### src/rtl/ooff_pkg.sv
package ooff_pkg;

  // queue geometry
  localparam int unsigned DEPTH  = 16;
  localparam int unsigned CNT_W  = $clog2(DEPTH + 1);

  // field widths
  localparam int unsigned MODE_W = 2;
  localparam int unsigned ID_W   = 29;
  localparam int unsigned LEN_W  = 4;
  localparam int unsigned DATA_W = 64;
  localparam int unsigned TIME_W = 32;
  localparam int unsigned OCC_W  = 5;
  localparam int unsigned CTR_W  = 32;

  // operation codes
  localparam logic [MODE_W-1:0] MODE_PUT   = 2'd0;
  localparam logic [MODE_W-1:0] MODE_GET   = 2'd1;
  localparam logic [MODE_W-1:0] MODE_PEEK  = 2'd2;
  localparam logic [MODE_W-1:0] MODE_CLEAR = 2'd3;

  // one stored frame with its insertion time
  typedef struct packed {
    logic [ID_W-1:0]   id;
    logic              ext;
    logic              rtr;
    logic [LEN_W-1:0]  len;
    logic [DATA_W-1:0] payload;
    logic [TIME_W-1:0] stamp;
  } frame_t;

  // per-cell control
  typedef struct packed {
    logic load;
    logic shift;
  } cell_ctrl_t;

  // accepted operation as seen by the statistics block
  typedef struct packed {
    logic              fire;
    logic [MODE_W-1:0] mode;
  } step_t;

  // statistics state
  typedef struct packed {
    logic [CNT_W-1:0] count;
    logic [CNT_W-1:0] peak;
    logic [CTR_W-1:0] put_total;
    logic [CTR_W-1:0] get_total;
    logic [CTR_W-1:0] ovf_total;
  } stats_t;

endpackage

### src/rtl/ooff_cell.sv
module ooff_cell (
  input  logic               clk_i,
  input  ooff_pkg::cell_ctrl_t ctrl_i,
  input  ooff_pkg::frame_t   new_i,
  input  ooff_pkg::frame_t   nbr_i,
  output ooff_pkg::frame_t   data_o
);

  ooff_pkg::frame_t data_q, data_d;

  // load a new frame or take the neighbor's frame on a shift
  always_comb begin
    data_d = data_q;
    if (ctrl_i.load) begin
      data_d = new_i;
    end else if (ctrl_i.shift) begin
      data_d = nbr_i;
    end
  end

  always_ff @(posedge clk_i) begin
    data_q <= data_d;
  end

  assign data_o = data_q;

endmodule

### src/rtl/ooff_stats.sv
module ooff_stats (
  input  logic              clk_i,
  input  logic              rst_ni,
  input  ooff_pkg::step_t   step_i,
  output ooff_pkg::stats_t  stats_o
);

  ooff_pkg::stats_t stats_q, stats_d;
  logic             full;
  logic             empty;

  assign full  = (stats_q.count == ooff_pkg::CNT_W'(ooff_pkg::DEPTH));
  assign empty = (stats_q.count == '0);

  // occupancy, high-water mark and wrapping counters
  always_comb begin
    stats_d = stats_q;
    if (step_i.fire) begin
      unique case (step_i.mode)
        ooff_pkg::MODE_PUT: begin
          stats_d.put_total = stats_q.put_total + 1'b1;
          if (full) begin
            stats_d.ovf_total = stats_q.ovf_total + 1'b1;
          end else begin
            stats_d.count = stats_q.count + 1'b1;
          end
          if (stats_d.count > stats_q.peak) begin
            stats_d.peak = stats_d.count;
          end
        end
        ooff_pkg::MODE_GET: begin
          if (!empty) begin
            stats_d.count     = stats_q.count - 1'b1;
            stats_d.get_total = stats_q.get_total + 1'b1;
          end
        end
        ooff_pkg::MODE_PEEK: begin
          stats_d = stats_q;
        end
        ooff_pkg::MODE_CLEAR: begin
          stats_d.count = '0;
        end
        default: begin
          stats_d = stats_q;
        end
      endcase
    end
  end

  always_ff @(posedge clk_i or negedge rst_ni) begin
    if (!rst_ni) begin
      stats_q <= '0;
    end else begin
      stats_q <= stats_d;
    end
  end

  assign stats_o = stats_q;

endmodule

### src/rtl/overwrite_oldest_frame_fifo_unit.sv
// Overwrite-oldest queue of CAN frames with insertion timestamps.
// Input channel: in_valid_i / in_stall_o carry one operation per beat
// (mode_i: put, get, peek or clear) with the frame fields and now_us_i.
// Output channel: out_valid_o / out_stall_i carry exactly one result beat
// per input beat, in order: the returned frame (item_valid_o set when a
// get or peek found one, all frame fields zero otherwise) and the
// occupancy, high-water mark and put, get and overflow counters after it.
// Frames sit in a row of identical cells, oldest in cell zero. A get, or a
// put into a full queue, moves every frame one cell toward cell zero;
// other puts load the first free cell.
// The result is registered and appears in the cycle after the beat is taken.
// Throughput: one beat per cycle while out_stall_i holds no result, bounded
// by the single shift step of the cell row and the one result register.
// Reset empties the queue, clears all counters and the high-water mark and
// drops any pending result; no clearing pass is needed.
// While out_stall_i holds a pending result, in_stall_o is raised and no new
// beat is taken; the result and statistics stay stable.
module overwrite_oldest_frame_fifo_unit (
  input  logic                          clk_i,
  input  logic                          rst_ni,
  input  logic                          in_valid_i,
  output logic                          in_stall_o,
  input  logic [ooff_pkg::MODE_W-1:0]   mode_i,
  input  logic [ooff_pkg::ID_W-1:0]     frame_id_i,
  input  logic                          frame_ext_i,
  input  logic                          frame_rtr_i,
  input  logic [ooff_pkg::LEN_W-1:0]    frame_len_i,
  input  logic [ooff_pkg::DATA_W-1:0]   frame_payload_i,
  input  logic [ooff_pkg::TIME_W-1:0]   now_us_i,
  output logic                          out_valid_o,
  input  logic                          out_stall_i,
  output logic                          item_valid_o,
  output logic [ooff_pkg::ID_W-1:0]     out_id_o,
  output logic                          out_ext_o,
  output logic                          out_rtr_o,
  output logic [ooff_pkg::LEN_W-1:0]    out_len_o,
  output logic [ooff_pkg::DATA_W-1:0]   out_payload_o,
  output logic [ooff_pkg::TIME_W-1:0]   out_time_o,
  output logic [ooff_pkg::OCC_W-1:0]    occupancy_o,
  output logic [ooff_pkg::OCC_W-1:0]    high_water_o,
  output logic [ooff_pkg::CTR_W-1:0]    put_total_o,
  output logic [ooff_pkg::CTR_W-1:0]    get_total_o,
  output logic [ooff_pkg::CTR_W-1:0]    overflow_total_o
);

  logic                 accept;
  logic                 out_valid_q;
  logic                 item_valid_q;
  ooff_pkg::frame_t     frame_q;
  ooff_pkg::frame_t     new_frame;
  ooff_pkg::frame_t     cell_data [ooff_pkg::DEPTH];
  ooff_pkg::cell_ctrl_t cell_ctrl [ooff_pkg::DEPTH];
  ooff_pkg::step_t      step;
  ooff_pkg::stats_t     stats;
  logic                 is_put;
  logic                 is_get;
  logic                 hit;
  logic                 full;
  logic                 empty;
  logic                 shift_all;

  // handshake: take a beat when the result slot is free or being drained
  assign in_stall_o = out_valid_q && out_stall_i;
  assign accept     = in_valid_i && !in_stall_o;

  assign new_frame.id      = frame_id_i;
  assign new_frame.ext     = frame_ext_i;
  assign new_frame.rtr     = frame_rtr_i;
  assign new_frame.len     = frame_len_i;
  assign new_frame.payload = frame_payload_i;
  assign new_frame.stamp   = now_us_i;

  // statistics
  assign step.fire = accept;
  assign step.mode = mode_i;

  ooff_stats u_stats (
    .clk_i   (clk_i),
    .rst_ni  (rst_ni),
    .step_i  (step),
    .stats_o (stats)
  );

  // operation decode
  assign full      = (stats.count == ooff_pkg::CNT_W'(ooff_pkg::DEPTH));
  assign empty     = (stats.count == '0);
  assign is_put    = accept && (mode_i == ooff_pkg::MODE_PUT);
  assign is_get    = accept && (mode_i == ooff_pkg::MODE_GET);
  assign hit       = !empty && ((mode_i == ooff_pkg::MODE_GET) ||
                                (mode_i == ooff_pkg::MODE_PEEK));
  assign shift_all = (is_put && full) || (is_get && !empty);

  // cell row, oldest frame in cell zero
  for (genvar k = 0; k < ooff_pkg::DEPTH; k++) begin : g_cell
    ooff_pkg::frame_t nbr;

    if (k == ooff_pkg::DEPTH - 1) begin : g_last
      assign nbr = new_frame;
      assign cell_ctrl[k].load = is_put;
    end else begin : g_mid
      assign nbr = cell_data[k+1];
      assign cell_ctrl[k].load = is_put && !full &&
                                 (stats.count == ooff_pkg::CNT_W'(k));
    end
    assign cell_ctrl[k].shift = shift_all;

    ooff_cell u_cell (
      .clk_i  (clk_i),
      .ctrl_i (cell_ctrl[k]),
      .new_i  (new_frame),
      .nbr_i  (nbr),
      .data_o (cell_data[k])
    );
  end

  // result register
  always_ff @(posedge clk_i or negedge rst_ni) begin
    if (!rst_ni) begin
      out_valid_q  <= 1'b0;
      item_valid_q <= 1'b0;
      frame_q      <= '0;
    end else begin
      if (accept) begin
        out_valid_q  <= 1'b1;
        item_valid_q <= hit;
        frame_q      <= hit ? cell_data[0] : '0;
      end else if (!out_stall_i) begin
        out_valid_q  <= 1'b0;
      end
    end
  end

  assign out_valid_o      = out_valid_q;
  assign item_valid_o     = item_valid_q;
  assign out_id_o         = frame_q.id;
  assign out_ext_o        = frame_q.ext;
  assign out_rtr_o        = frame_q.rtr;
  assign out_len_o        = frame_q.len;
  assign out_payload_o    = frame_q.payload;
  assign out_time_o       = frame_q.stamp;
  assign occupancy_o      = ooff_pkg::OCC_W'(stats.count);
  assign high_water_o     = ooff_pkg::OCC_W'(stats.peak);
  assign put_total_o      = stats.put_total;
  assign get_total_o      = stats.get_total;
  assign overflow_total_o = stats.ovf_total;

endmodule

### config.mk
export PLATFORM = sky130hd
export DESIGN_NAME = overwrite_oldest_frame_fifo_unit
export DESIGN_NICKNAME = d
export VERILOG_FILES = /design/src/rtl/ooff_pkg.sv /design/src/rtl/ooff_cell.sv /design/src/rtl/ooff_stats.sv /design/src/rtl/overwrite_oldest_frame_fifo_unit.sv
export SDC_FILE = /design/constraint.sdc
export NUM_CORES = 2
export LEC_CHECK = 0
export ABC_AREA = 0
export BUFFER_PORTS_ARGS = -buffer_cell sky130_fd_sc_hd__buf_2
export CORE_MARGIN = 2
export CORE_UTILIZATION = 55
export DETAILED_ROUTE_END_ITERATION = 8
export PLACE_DENSITY_LB_ADDON = 0.3
export SETUP_SLACK_MARGIN = 0.02
export SYNTH_ARGS = -nofsm -noshare
export SYNTH_HDL_FRONTEND = slang
export SYNTH_SLANG_ARGS = --single-unit
### constraint.sdc
create_clock -name clk_i -period 10.1 [get_ports clk_i]
set_clock_uncertainty 0.2 [all_clocks]
set_input_delay 1.515 -clock clk_i [delete_from_list [all_inputs] [get_ports clk_i]]
set_output_delay 1.515 -clock clk_i [all_outputs]
set_load 0.02 [all_outputs]
==> flow_summary.ini <==
[status]
status = complete, no violations

[synthesis]
ys_ff_latch = 2335
synth_flop_cell = edfxtp_1
synth_area_leaders = edfxtp_1, mux2_2, mux2_4
syn_inst = 5230
ys_seq_area_share_pct = 69.14
synth_top_area_share_pct = 63.14
synth.most_common_cell = edfxtp_1
synth_warnings = 0
synth_nets = 5384
yosys.area.top_type = edfxtp_1
syn_area_um2 = 99690
synthArstFlopShare_pct = 10.24
synthTopCellsByCount = edfxtp_1, mux2_2, mux2_4
avgSynthCellArea_um2 = 19.06
synth_edf_count = 2096
ys_types = 46

[sta]
rsz0062_at_grt = no
hold_violations = 0
finalCritPeriodShare_pct = 53.66
setup_viol = 0
fmax_ghz = 0.1845
post-route-min-period_ns = 5.420
setup_tns_ns = 0
hold_ws_ns = 0.2230
slew_viol_final = 0
tightest_slew_ns = 1.212
relSlewSlack_pct = 19.18

[floorplan]
dieArea_um2 = 184700
core_um2 = 180400
rows = 156
start_util_pct = 55.27
die_w_um = 429.7
die_h_um = 429.7
num_io_pins = 377

[setup_path]
startpoint = mode_i[0]
crit_chain = buf_2 -> inv_1 -> ha_1 -> nand2_2 -> nor2_4 -> nand3_4 -> nand2_4 -> buf_4
cp.depth = 8
end_kind = flip-flop
path_max_fanout = 55
cp_data_required_time_ns = 10.37
critPathMaxStageDelay_ns = 1.11
crit_slowest_cell = nand2_4
cp.arrival_ns = 5.69
crit_buf_inv = 3
reg2reg_from = out_valid_o
crit_type = input pin to flip-flop
cp_top_family = simple AND/OR/NAND/NOR gates
worstRegToRegCells = 6
start_kind = input pin

[cells_and_area]
fillers = 12730
area_growth_pct = 10.73
drive_above_1_share_pct = 45.64
fin_nets = 5676

[cts]
cts.repair.resized = 0
cts.clk_slew.worst_paths_ns = 0.06
cts_tree = done
hold_buffers = 0
post_cts_buffers = 0
clk_path_buf_depth = 3
clk_latency_ns = 0.88
cts_made_buffers = 229
h-tree-depth = 4
cts-root-buf = clkbuf_16
cts.sinks = 2335

[run]
maxCapViolations = 0

[detailed_routing]
drc = 0
vias = 47710
drt_first_pass_iters = 5
viasPerCell = 5.894
wl_per_cell_um = 24.93
drt_iter0_markers = 3496
antenna_left = 0
wl_um = 201800

[placement]
io_buffers = 376
gp_congestion = 0.7879
hpwl_um = 116000

[worst_hold_path]
min_path_cells = 1
min-delay-start = g_cell[0].u_cell.data_o[63]
min_path_type = flip-flop to flip-flop

[global_routing]
grt_pass1_vias = 49250
grt.total_usage_pct = 21.74
grt_max_degree = 132
antenna_found_initial = 11
overflow = 0
grt_first_pass_wirelength_um = 308600

[pwr]
p_per_area_nw_per_um2 = 200.0
vdd_ir_drop_max_v = 0.0001456
leakagePower_nw = 41.39
## cell type report
| type | instances | area [um2] | share of cell area (%) |
|---|---|---|---|
| flip-flops and latches | 2335 | 68920 | 62.44 |
| multi-input cells | 2493 | 28570 | 25.88 |
| clock buffers | 299 | 6186 | 5.604 |
| well taps | 2370 | 2965 | 2.686 |
| repair buffers | 441 | 2480 | 2.247 |
| clock inverters | 133 | 1182 | 1.071 |
| inverters | 22 | 82.58 | 0.07481 |
| diodes | 1 | 2.502 | 0.002267 |
## kinds of logic after synthesis
group / synth area share [%]
and+or+nand+nor: 1.487
muxes: 24.62
xor gates and xnor gates: 0.8522
adders and majority gates: 0.2134
DFF: 69.14
AOI/OAI and AO/OA: 1.334
buffers and inverters: 2.360
## layer usage
layer	GRT usage (%)	share of wire (%)	vias to the layer above
met1	30.14	44	25320
met5	0	0.0099	-
li1	-	-	20990
met3	3.126	4.7	258
met2	36.57	50	1141
met4	4.999	1.9	2
## path summary, 6_finish.rpt
path	slack (ns)	endpoint
worst max-delay path	4.68	g_cell[8].u_cell.data_o[129]
max in group asynchronous	7.22	out_payload_o[34]
worst min-delay path	0.22	out_payload_o[31]
worst max register to register	5.11	g_cell[8].u_cell.data_o[129]
min in group asynchronous	0.41	u_stats.stats_o[5]
worst min register to register	0.22	out_payload_o[31]
## flip-flops by register name (all words and copies together) (netlist names)
signal / count
out_id_o: 29
out_time_o: 32
out_rtr_o: 1
out_valid_o: 1
u_stats.stats_o: 106
item_valid_o: 1
out_ext_o: 1
g_cell.u_cell.data_o: 2096
out_payload_o: 64
out_len_o: 4
## worst reg2reg max path, stage by stage (launching register included)
cell and delay [ns]:
dfrtp_1 0.44, a21boi_4 0.30, nand2_2 0.18, nor2_4 0.58
nand3_4 0.85, nand2_4 1.14, buf_4 0.87
## cell usage in the layout, fill, tap and decap left out, types with 4 or more instances in the layout
cell,instances
a21oi_1,8
a22o_1,131
and2_1,5
and3_1,13
and4_1,5
buf_12,8
buf_2,375
buf_4,57
bufinv_16,13
clkbuf_1,53
clkbuf_16,231
clkbuf_8,15
clkinv_1,54
clkinv_16,7
clkinv_2,44
clkinvlp_4,5
dfrtp_1,239
edfxtp_1,2096
ha_1,17
inv_1,22
inv_6,6
mux2_1,174
mux2_2,1182
mux2_4,616
nand2_1,43
nand2_4,16
nand3_1,46
nand3_4,12
nand4_1,30
nor2_1,36
nor3_1,13
nor4_1,6
nor4_4,4
o21ai_0,10
xnor2_1,63
xor2_1,34
## per-stage QoR
step | instance area (um2) | instances | utilization, % | setup slack, ns | power [mW]
4_1_cts | 110400 | 8093 | 61.21 | 4.744 | 22.27
5_1_grt | 110400 | 8093 | 61.21 | 4.504 | 22.82
3_3_place_gp | 103000 | 7661 | 57.12 | 3.871 | 13.88
6_report | 110400 | 8094 | 61.21 | 4.680 | 22.07
3_5_place_dp | 103000 | 7661 | 57.12 | 3.818 | 13.95
2_1_floorplan | 99690 | 5230 | - | 0.4841 | 13.27
## power breakdown
group,total (mW),internal [mW],switching [mW]
logic,2.09,0.810,1.28
clock network,8.33,4.66,3.67
registers,11.7,11.4,0.273
No activity file was read; power rests on OpenSTA's default activity.
